File: config.mk
export PLATFORM = sky130hd
export DESIGN_NAME = iqmc_root_stage
export DESIGN_NICKNAME = d
export VERILOG_FILES = /design/src/sv/iqmc_root_stage.sv
export SDC_FILE = /design/constraint.sdc
export NUM_CORES = 1
export LEC_CHECK = 0
export ABC_AREA = 1
export ABC_CLOCK_PERIOD_IN_PS = 5800
export BUFFER_PORTS_ARGS = -buffer_cell sky130_fd_sc_hd__buf_2
export CAP_MARGIN = 40
export CORE_MARGIN = 2
export CORE_UTILIZATION = 25
export DETAILED_ROUTE_END_ITERATION = 6
export SLEW_MARGIN = 40
export SYNTH_ARGS = -nofsm -noshare
export SYNTH_HDL_FRONTEND = slang
export SYNTH_SLANG_ARGS = --single-unit
File: constraint.sdc
create_clock -name i_clk -period 5.8 [get_ports i_clk]
set_clock_uncertainty 0.05 [all_clocks]
set_input_delay 0.87 -clock i_clk [delete_from_list [all_inputs] [get_ports i_clk]]
set_output_delay 0.87 -clock i_clk [all_outputs]
set_load 0.005 [all_outputs]
File: src/sv/iqmc_root_stage.sv
// iqmc_root_stage: one bit of the rounded i/magnitude quotient
// shift-and-add restoring step, no multipliers; uses no package items
module iqmc_root_stage #(
    parameter int BIT    = 0,
    parameter int SIDE_W = 8,
    parameter int SW     = 32,
    parameter int DW     = 68,
    parameter int NW     = 16
) (
    input  logic                 i_clk,
    input  logic                 i_rst_n,
    input  logic                 i_en,
    input  logic                 i_valid,
    input  logic [SIDE_W-1:0]    i_side,
    input  logic [SW-1:0]        i_s,
    input  logic signed [DW-1:0] i_d,
    input  logic signed [DW-1:0] i_w,
    input  logic [NW-1:0]        i_n,
    output logic                 o_valid,
    output logic [SIDE_W-1:0]    o_side,
    output logic [SW-1:0]        o_s,
    output logic signed [DW-1:0] o_d,
    output logic signed [DW-1:0] o_w,
    output logic [NW-1:0]        o_n
);

    logic                 r_valid;
    logic [SIDE_W-1:0]    r_side;
    logic [SW-1:0]        r_s;
    logic signed [DW-1:0] r_d, r_w;
    logic [NW-1:0]        r_n;

    logic signed [DW-1:0] s_ext, term, d_try;
    logic                 take;

    assign s_ext = $signed({{(DW-SW){1'b0}}, i_s});
    assign term  = (i_w <<< (BIT + 2)) + (s_ext <<< (2 * BIT + 2));
    assign d_try = i_d - term;
    assign take  = ~d_try[DW-1];

    always_ff @(posedge i_clk) begin
        if (!i_rst_n) begin
            r_valid <= 1'b0;
        end else if (i_en) begin
            r_valid <= i_valid;
        end
    end

    always_ff @(posedge i_clk) begin
        if (i_en) begin
            r_side <= i_side;
            r_s    <= i_s;
            if (take) begin
                r_d <= d_try;
                r_w <= i_w + (s_ext <<< (BIT + 1));
                r_n <= i_n | (NW'(1) << BIT);
            end else begin
                r_d <= i_d;
                r_w <= i_w;
                r_n <= i_n;
            end
        end
    end

    assign o_valid = r_valid;
    assign o_side  = r_side;
    assign o_s     = r_s;
    assign o_d     = r_d;
    assign o_w     = r_w;
    assign o_n     = r_n;

endmodule

After elaboration in Yosys (flattened, before gate mapping)
Index checks and enable logic that the tools add are counted.
W data, S select, Z words.
- bits in writable memories: 0
- memories: 0
- word-level logic and storage cells: 13
- ROM bits: 0
- output and inout port bits: 193
- register bits: 193
- bits in latches: 0
- add/subtract/negate cells: 3
- multiplexer cells: 2
- shift-type cells: 0
- bitwise operators: 0
- divide/modulo/power cells: 0
- reduce and logical (&&, ||, !) cells: 0
- equality and inequality tests: 0
- $mul: 0
- magnitude comparators: 0
- operators by type and width (operator ; number):
    $add A68 B34 Y68 ; 1
    $add A68 B35 Y68 ; 1
    $mux W68 ; 1
    $sub A68 B68 Y68 ; 1
    $mux W67 ; 1

Depth between registers and ports, before layout
- depth in word-level cells: 3
- depth in mapped cells: 22
- gate-level depth less buffers: 21

Worst setup path before layout
Ideal clock, no wire load.
- kind: input to register
- from: input port i_s[1]
- to: register r_d[0], in the netlist o_d[0], data pin
- slack: 2.280 ns
- cell stages on the path: 21
- data required time: 5.492 ns
- path buffers: 2
- setup time: 0.258 ns
- data arrival time: 3.212 ns
- cell sequence: inv_1 fa_1 ha_1 nand2_2 inv_2 nand2_2 nand3_2 nand2_2 nand2_2 nand2_2 nand2_2 nand2_2 nand2_2 nand2_2 nand2_2 nand2_4 nand2_8 buf_12 buf_12 nand2_2 o21ai_2
- longest elaborated chain between the ends: 3
- RTL lines (what ; RTL line ; text):
    from (decl) ; 15 ; input logic [SW-1:0] i_s,
    $add A68 B35 Y68 ; 37 ; assign term = (i_w <<< (BIT + 2)) + (s_ext <<< (2 * BIT + 2));
    $sub A68 B68 Y68 ; 38 ; assign d_try = i_d - term;
    $mux W67 ; 53 ; if (take) begin
    to (signal assigned) ; 54 ; r_d <= d_try;
    to (signal assigned) ; 58 ; r_d <= i_d;
    to (decl) ; 30 ; logic signed [DW-1:0] r_d, r_w;
Every way passes these cells.
A chain may end at the register's enable or synchronous reset.

Final worst setup path
- from: input port i_s[1]
- to: register r_w[1], in the netlist o_w[1], data pin
- longest elaborated chain between the ends: 3
- RTL lines (what ; RTL line ; text):
    $add A68 B35 Y68 ; 37 ;
    $sub A68 B68 Y68 ; 38 ;
    $mux W68 ; 53 ;
    to (signal assigned) ; 55 ; r_w <= i_w + (s_ext <<< (BIT + 1));
    to (signal assigned) ; 59 ; r_w <= i_w;
    to (decl) ; 30 ;
Every way passes these cells.

==> impl_metrics.yaml <==
outcome:
  status: "complete, no violations"
sta:
  rsz0062_at_grt: "no"
  fmax_mhz: 235
  maxSlewHeadroom_pct: 47.8
  hold_ws_ps: 487
  worst_slew_pin_slew_ps: 773
  finalWorstPathRequiredPeriod_ps: 4250
  final-hold-violation-count: 0
  setup_tns_ps: 0
  setup_viol: 0
  maxSlewViolCount: 0
  period_share_pct: 73.4
finish:
  layout.nets: 3542
  area_growth_pct: 18.9
  final_cell_mix: "nand2_1 (923), inv_1 (550), buf_2 (387)"
  final_common_cell: "nand2_1"
  nFillCells: 8455
  drive_above_1_share_pct: 19.4
global_route:
  grt_pass1_wl_um: 118000
  grt_max_degree: 92
  antenna_found_initial: 5
  gr-total-overflow: 0
  track_usage_pct: 20.7
  grt_pass1_vias: 18600
clock_network:
  cts_buffers: 17
  clock_sinks: 193
  htree_num_levels: 4
  post_cts_buffers: 0
  postCtsHoldBufs: 0
  clk_path_buf_depth: 2
  cts_root_buffer: "clkbuf_16"
  cts_tree: "yes"
  cts_resized: 0
  clk_pin_slew_ps: 90
  clk_latency_ps: 490
pwr:
  p_sw_mw: 2.63
  intPower_mw: 3.52
  power.leakage_nw: 11.7
  power_frac_comb_pct: 46.3
  seqPwrFrac_pct: 31.9
  sw_frac_of_total_pct: 42.7
  ir_drop_v: 0.000161
  pwr-share-clk_pct: 21.8
  power_density_nw_per_um2: 269
drt:
  top_layer: "met5"
  drt_iter0_drc: 1413
  drc_errors: 0
  routed_via_density: 4.50
  met2WireLength_um: 40800
  ant_nets: 0
  drtPass1Iterations: 5
  m1WireLength_um: 34200
  vias: 19000
  wl_per_cell_um: 19.5
  routed_wl_um: 82400
  met3RoutedLength_um: 4670
logic_synthesis:
  synth_top_area_share_pct: 30.0
  yosys_register_bits: 193
  ys_seq_area_share_pct: 30.1
  synthTopCellsByArea: "edfxtp_1 (30%), nand2_1 (18%), inv_1 (11%)"
  synth_nets: 3155
  yosys_warnings: 0
  syn-mean-instance-area_um2: 6.87
  syn-cell-area_um2: 19200
  synth.largest_area_cell: "edfxtp_1"
  synth_cell_types: 39
  netlist_instances: 2794
die:
  die_h_um: 281
  start_util_pct: 25.3
  rows: 101
  io_pins: 389
  dieArea_um2: 79000
  core-area_um2: 75900
  die_w_um: 281
setup_path:
  end_kind: "flip-flop"
  crit_arrival_ps: 4590
  cp.required_ps: 6140
  crit_fanout: 44
  start_kind: "input port"
  worst-setup-path-type: "in2reg"
job:
  cap_violations: 0
placed_design:
  port_buffers: 388
  place_hpwl_um: 71300
  gp_congestion: 0.972
min_path:
  hp-class: "in2reg"
[power by group through the flow]
stage                     registers (mW)  logic (mW)  clock network (mW)
final                               1.96        2.85                1.34
after detailed placement            1.99        2.83                   0
after floorplan                     2.01        1.76                   0
after global placement              1.99        2.84                   0
after CTS                           1.97        2.85                1.37
after global routing                1.99        3.15                1.42
[worst max-delay path, stage by stage]
cell     delay, ps
buf_2          110
inv_1          100
fa_1           530
ha_1           390
nand2_2        110
inv_2           40
nand2_2         60
nand3_2        150
nand2_2        110
nand2_2         90
nand2_2         70
nand2_2         80
nand2_2         70
nand2_2         80
nand2_2        110
nand2_2         70
nand2_4        140
nand2_8        250
inv_2          520
buf_4          300
nand2_1        170
nand2_1         90
[layout make-up]
cell class / count / area, um2 / area share (%)
Inverter: 564 / 2120 / 9.27
Tap cell: 1030 / 1290 / 5.64
Timing Repair Buffer: 396 / 2040 / 8.92
Antenna cell: 3 / 7.51 / 0.0329
Clock inverter: 15 / 194 / 0.849
Clock buffer: 17 / 425 / 1.86
Sequential cell: 193 / 5790 / 25.3
Multi-Input combinational cell: 2009 / 11000 / 48.1
[cells in the mapped netlist, drive strengths merged]
| library cell | number |
|---|---|
| nand2 | 1021 |
| a21o | 6 |
| o21ai | 131 |
| and2 | 2 |
| edfxtp | 192 |
| xor2 | 11 |
| nor4b | 1 |
| nand3b | 13 |
| nor4 | 7 |
| nor3 | 30 |
| xnor2 | 58 |
| or2 | 2 |
| dfxtp | 1 |
| nand4 | 36 |
| ha | 132 |
| nand3 | 148 |
| nor2 | 241 |
| a21oi | 110 |
| o21bai | 21 |
| inv | 564 |
| a21boi | 6 |
| buf | 28 |
| fa | 33 |
[metal layers]
layer,up-vias,track usage [%]
met3,98,3.04
met2,543,36.6
li1,9531,-
met1,8846,25.4
met4,2,7.53
met5,-,0
[worst paths after layout]
kind              cells past startpoint                   end  slack [ps]                  from
hold / removal                        1   o_side[7]$_DFFE_PP_         490             i_side[7]
hold reg to reg                       2  o_valid$_SDFFE_PN0P_         490  o_valid$_SDFFE_PN0P_
setup / recovery                     22      o_w[1]$_DFFE_PP_        1550                i_s[1]
setup reg to reg                      2  o_valid$_SDFFE_PN0P_        5110  o_valid$_SDFFE_PN0P_
[sequential cells by signal, indices dropped and copies added (netlist names)]
signal and flops:
o_w 68, o_valid 1, o_s 32, o_side 8, o_n 16, o_d 68
[cells by family after synthesis]
group	Yosys count	synth area share [%]
flops	193	30.1
compound gates	274	9.00
buf+inv	592	12.7
xor+xnor	69	3.15
simple gates	1501	33.0
fa+ha+maj	165	12.0
[through the flow]
stage | cell area, um2 | util (%) | std cells | setup WS [ps] | power [mW]
6_report | 22800 | 30.1 | 4227 | 1550 | 6.14
5_1_grt | 22800 | 30.1 | 4227 | 1260 | 6.55
4_1_cts | 22800 | 30.1 | 4224 | 1520 | 6.19
3_5_place_dp | 22200 | 29.2 | 4192 | 1000 | 4.83
3_3_place_gp | 22200 | 29.2 | 4192 | 1060 | 4.83
2_1_floorplan | 19200 | - | 2794 | 2280 | 3.77
No activity file was read; power rests on OpenSTA's default activity.
